**src/design/assert_macros.svh**
```systemverilog
// Assertion macros shared by the design files.
// Depends on a clock named clk and an active-low reset named arst_n in the using scope.
`ifndef ASSERT_MACROS_SVH
`define ASSERT_MACROS_SVH

// Same-cycle implication, disabled while reset is asserted.
`define ASSERT_IMPL(label, ante, cons) \
	label: assert property (@(posedge clk) disable iff (!arst_n) (ante) |-> (cons)) \
		else $error("implication check failed");

// Next-cycle implication, disabled while reset is asserted.
`define ASSERT_NEXT(label, ante, cons) \
	label: assert property (@(posedge clk) disable iff (!arst_n) (ante) |=> (cons)) \
		else $error("next-cycle check failed");

`endif

```
**src/design/bpvr_ram.sv**
```systemverilog
// Generic single-write, single-read synchronous RAM with registered read data.
// No dependencies.
module bpvr_ram #(
	parameter int WIDTH = 8,
	parameter int DEPTH = 16,
	localparam int AW = $clog2(DEPTH)
) (
	input  logic             clk,
	input  logic             we,
	input  logic [AW-1:0]    waddr,
	input  logic [WIDTH-1:0] wdata,
	input  logic             re,
	input  logic [AW-1:0]    raddr,
	output logic [WIDTH-1:0] rdata
);

	logic [WIDTH-1:0] mem [DEPTH];

	always_ff @(posedge clk) begin
		if (we) begin
			mem[waddr] <= wdata;
		end
		if (re) begin
			rdata <= mem[raddr];
		end
	end

endmodule

```
**config.mk**
```make
export PLATFORM = sky130hd
export DESIGN_NAME = bpvr_ram
export DESIGN_NICKNAME = d
export VERILOG_FILES = /design/src/design/assert_macros.svh /design/src/design/bpvr_ram.sv
export SDC_FILE = /design/constraint.sdc
export NUM_CORES = 1
export LEC_CHECK = 0
export CELL_PAD_IN_SITES_DETAIL_PLACEMENT = 1
export CELL_PAD_IN_SITES_GLOBAL_PLACEMENT = 1
export CORE_AREA = 2 2 141 74
export DETAILED_ROUTE_END_ITERATION = 8
export DIE_AREA = 0 0 143 76
export DONT_BUFFER_PORTS = 1
export MAX_ROUTING_LAYER = met4
export PLACE_DENSITY = 0.87
export SLEW_MARGIN = 20
export SYNTH_ARGS = -nofsm -noshare
export SYNTH_HDL_FRONTEND = slang
export SYNTH_SLANG_ARGS = --single-unit
```
**constraint.sdc**
```tcl
create_clock -name clk -period 2.2 [get_ports clk]
set_clock_uncertainty 0.2 [all_clocks]
set_input_delay 0.22 -clock clk [delete_from_list [all_inputs] [get_ports clk]]
set_output_delay 0.22 -clock clk [all_outputs]
set_load 0.02 [all_outputs]
```
-- After elaboration in Yosys (flattened, before gate mapping)
Memories as Yosys holds them, arrays and structs flattened. A register that Yosys moved wholly into a read port is not among the register bits.
Index checks and enable logic that the tools add are counted.
- register bits after elaboration: 0
- bits in writable memories: 128
- output and inout bits: 8
- word-level logic and storage cells: 3
- memories: 1
- muxes and demuxes: 2
- memories (name ; depth ; bits a word ; read ports ; clocked after Yosys merged registers in ; wr ports ; line ; text):
    mem ; 16 ; 8 ; 1 ; 1 ; 1 ; bpvr_ram.sv:17 ; logic [WIDTH-1:0] mem [DEPTH];
- operators with widths (kind ; number):
    $mux 1 ; 2

-- Logic depth before layout (Yosys ltp)
- word-level depth: 2
- depth in mapped cells: 5

-- Worst setup path before layout
Ideal clock, no wire load.
- path type: in2reg
- start point: in waddr[2]
- end point: mem mem[0][0], enable pin
- arrival time: 1330 ps
- setup slack: 287 ps
- stages: 2
- cell sequence: or3b_2 > nor3_1
- RTL lines (item ; line ; text):
    from (decl) ; bpvr_ram.sv:10 ; input logic [AW-1:0] waddr,
    to (decl) ; bpvr_ram.sv:17 ;
No word-level cell before the write port.

==> results.md <==
Route:
- The routed length per placed instance is about 26 um.
- The detailed router finished its first iteration with between 200 and 250 violations.
- For this run, the detailed router's first-pass iteration total came to 5.
- The remaining routing DRC violations is 0.
- The total wirelength of the detailed-routed design is roughly 11000 um.
- Using the TritonRoute via totals, the vias-per-cell ratio works out to 5.821.
- The final route contains 2474 vias.
- The count of nets left with antenna violations after detail routing is 0.

Placement:
- Port buffering added 0 buffers.
- The routability congestion estimate from global placement is 0.7671.
- The pre-CTS worst setup slack is slightly below 0.5 ns.
- The sum of net half-perimeters after detailed placement is 6874 um.

Clocking:
- The TritonCTS clock tree is done.
- The number of setup buffers added after CTS is 0.
- For the worst-skew pair, the clock arrives at the later sink with an insertion delay of around 0.42 ns.
- The clock-pin slew on the worst setup and hold paths is roughly 0.050 ns.
- The number of buffers on the longest clock path is 2.
- The clock tree synthesis step divided the H-tree into 4 levels.
- Buffers inserted during clock tree synthesis total 17.
- The library cell used as clock root buffer is sky130_fd_sc_hd__clkbuf_16.
- The tree built by TritonCTS fans out to approximately 140 sinks.

Final layout:
- The flip-flop and latch area is ~4100 um2.
- The area growth from synthesis to layout is 17.81%.
- The combined area of the multi-input logic cells is ~1100 um2.
- The fraction of layout cells with a size suffix above 1 is between 20% and 30%.
- The net count of the finished layout is between 200 and 300.
- The number of diodes added for antenna fixing is 0.
- The layout has 793 filler cells.

Yosys:
- The cell accounting for the most synthesized area is sky130_fd_sc_hd__edfxtp_1.
- The synthesized flop and latch total is roughly 140.
- Sequential cells were found to cover 78.12% of the synthesized design area.
- Counting every instance in the synthesized netlist gives between 200 and 250.
- The number of unique standard cell types used by synthesis is 18.
- The top cell type by area accounts for 78.12% of the synthesized area.
- The Yosys step of the flow raised 0 warnings.
- For this run, asynchronously set or reset flops after synthesis account for 0%.
- Yosys mapped a number of flops with a built-in enable equal to 136.
- After synthesis, the cell types taking the most area are sky130_fd_sc_hd__edfxtp_1 (78%), sky130_fd_sc_hd__mux4_2 (7.8%), sky130_fd_sc_hd__mux4_1 (7.0%), sky130_fd_sc_hd__a22oi_1 (2.3%), sky130_fd_sc_hd__nor2_1 (0.93%).
- The number of nets handed over by synthesis was 248.
- The synthesized netlist occupies a cell area of ~5200 um2.
- The commonest cells after synthesis are sky130_fd_sc_hd__edfxtp_1 (136), sky130_fd_sc_hd__mux4_2 (18), sky130_fd_sc_hd__a22oi_1 (16).
- The prevailing post-synth register cell is sky130_fd_sc_hd__edfxtp_1.
- The most repeated cell in the gate-level netlist after synthesis is sky130_fd_sc_hd__edfxtp_1.
- Each instance of the synthesized netlist takes up on average approximately 23 um2.

Floorplan:
- Measured along the x axis, the die boundary spans ~140 um.
- The area of the die is between 10000 and 15000 um2.
- The floorplan step defined a core boundary enclosing between 9000 and 10000 um2.
- The effective utilization at floorplan is 53.39%.
- The number of rows in the core area is 26.
- 27 I/O pins were placed.
- The die height is roughly 76 um.

Hold path:
- In this run the most critical hold path is launched from waddr[0].
- The class of the tightest hold or removal check is in2reg.

Power:
- The power per cell area is about 950 nW/um2.
- The peak supply drop is between 800 and 900 uV.
- The leakage power is just over 2 nW.

Setup path:
- The master of the slowest instance on the critical path is sky130_fd_sc_hd__dlygate4sd3_1.
- The reg2reg setup slack is approximately 0.48 ns.
- The destination of the critical timing path is rdata[2]$_DFFE_PP_.
- The required time at the endpoint of the critical path is 2.16 ns.
- The worst setup path is captured at a flip-flop.
- The worst-path maximum fanout is 22.
- The reg-to-reg endpoint is rdata[5]$_DFFE_PP_.
- The worst setup path is launched from a primary input.
- The critical path goes through dlygate4sd3_1, mux4_1, a22oi_1, nand2_1.
- On the worst path, the slowest cell contributes a delay of 0.94 ns.
- The most critical setup path has its startpoint at raddr[1].
- Measured in cells, the most critical reg-to-reg path has a length of 3.
- The worst register-to-register path begins at mem[2][5]$_DFFE_PP_.
- The data arrival time of the worst path is ~1.9 ns.
- The start-to-end type of the worst setup path is in2reg.

Timing:
- The worst path uses around 86% of the clock period.
- Across all setup checks in the final design, the least slack found is a little over 0.3 ns.
- Setup repair after global routing left no endpoint under its margin.
- The final hold violation count is 0.
- The number of slew-limit violations in the final report was 0.
- After routing, the total negative slack on setup checks comes to 0 ns.
- For the finished layout, the period the worst path requires is 1.893 ns.
- The maximum operating frequency is around 530 MHz.
- The slew at the pin with the worst max-slew slack is between 0.6 and 0.7 ns.
- The worst pin sits at a relative slew slack of approximately 57%.
- Setup violations remaining at the end of the flow were counted as 0.

Global routing:
- In the global route stage, overall resource usage came out at about 23%.
- The number of global-route vias before repair is 2729.
- The final global-route overflow total is 0.
- Entering global routing, the biggest net connects 33 pins.
- The first global-routing pass estimated 16570 um of wire.
- The number of antenna violations at the first check in global routing is 0.

Run status:
- The run finished with clean final reports.

Run:
- The max-capacitance violation count is 0.
logic make-up after synthesis:
logic type	share of synthesized area, %
AOI/OAI and AO/OA	2.298
buffers and inverters	1.651
DFF	78.12
muxes	14.79
and+or+nand+nor	3.136
cells in the final DEF (no fill, tap or decap), types with 3 or more instances in the layout:
cell                            instances
sky130_fd_sc_hd__nand2_1                9
sky130_fd_sc_hd__edfxtp_1             136
sky130_fd_sc_hd__clkinv_1               3
sky130_fd_sc_hd__clkbuf_1               4
sky130_fd_sc_hd__clkbuf_16             17
sky130_fd_sc_hd__a22oi_1               16
sky130_fd_sc_hd__mux4_1                14
sky130_fd_sc_hd__nor3_1                 4
sky130_fd_sc_hd__mux4_2                18
sky130_fd_sc_hd__buf_4                 18
sky130_fd_sc_hd__nor2_1                13
sky130_fd_sc_hd__dlygate4sd3_1         16
sky130_fd_sc_hd__clkinv_2               4
how the worst min path moves through the flow:
stage / end / cells after the start
floorplan: mem[0][0]$_DFFE_PP_ / 0
global placement: mem[14][6]$_DFFE_PP_ / 0
detailed placement: mem[15][4]$_DFFE_PP_ / 0
CTS: rdata[4]$_DFFE_PP_ / 3
global route: mem[8][6]$_DFFE_PP_ / 2
finish: mem[8][2]$_DFFE_PP_ / 2
sequential cells by signal (all words and copies together) (netlist names):
register,cells
mem,128
rdata,8
worst max-delay path, delay by kind of cell:
family,cells,cell delay (ns)
buffers and inverters,1,0.94
AO/OA/AOI/OAI,1,0.21
AND/OR/NAND/NOR,1,0.07
multiplexers,1,0.39
through the flow:
step	std cells	cell area, um2	power [mW]	util, %	hold WS, ns
6_report	425	6158	5.838	62.89	0.006993
5_1_grt	425	6158	5.987	62.89	0.008298
4_1_cts	425	6158	5.866	62.89	0.0002900
3_5_place_dp	377	5451	3.172	55.67	0.1197
3_3_place_gp	377	5451	3.161	55.67	0.1195
2_1_floorplan	229	5228	3.148	-	0.1189
cell type report:
type,count,area share (%)
clock buffers,21,7.152
clock inverters,11,1.727
multi-input cells,83,17.17
flip-flops and latches,136,66.31
well taps,140,2.844
repair buffers,34,4.795
report_power, final:
part / total, mW / switching, mW / leakage (nW) / internal, mW
Sequential: 2.96 / 0.0345 / 1.24 / 2.92
Combinational: 0.225 / 0.117 / 0.536 / 0.108
Clock: 2.66 / 1.01 / 0.263 / 1.64
Total: 5.84 / 1.16 / 2.03 / 4.67
timing repair:
action                     in CTS  in global routing
resized for setup               0                  0
setup endpoints to repair       0                  0
hold endpoints to repair      166                  0
hold buffers                   16                  0
per-layer routing:
layer  vias up  global-route usage (%)  share of wire (%)
met5         -                       -                  0
met4         0                   6.634                1.2
met3        13                   8.045                9.3
met2        97                   31.44                 44
met1      1291                   33.20                 45
li1       1073                       -                  -
(Power assumes the default switching activity.)
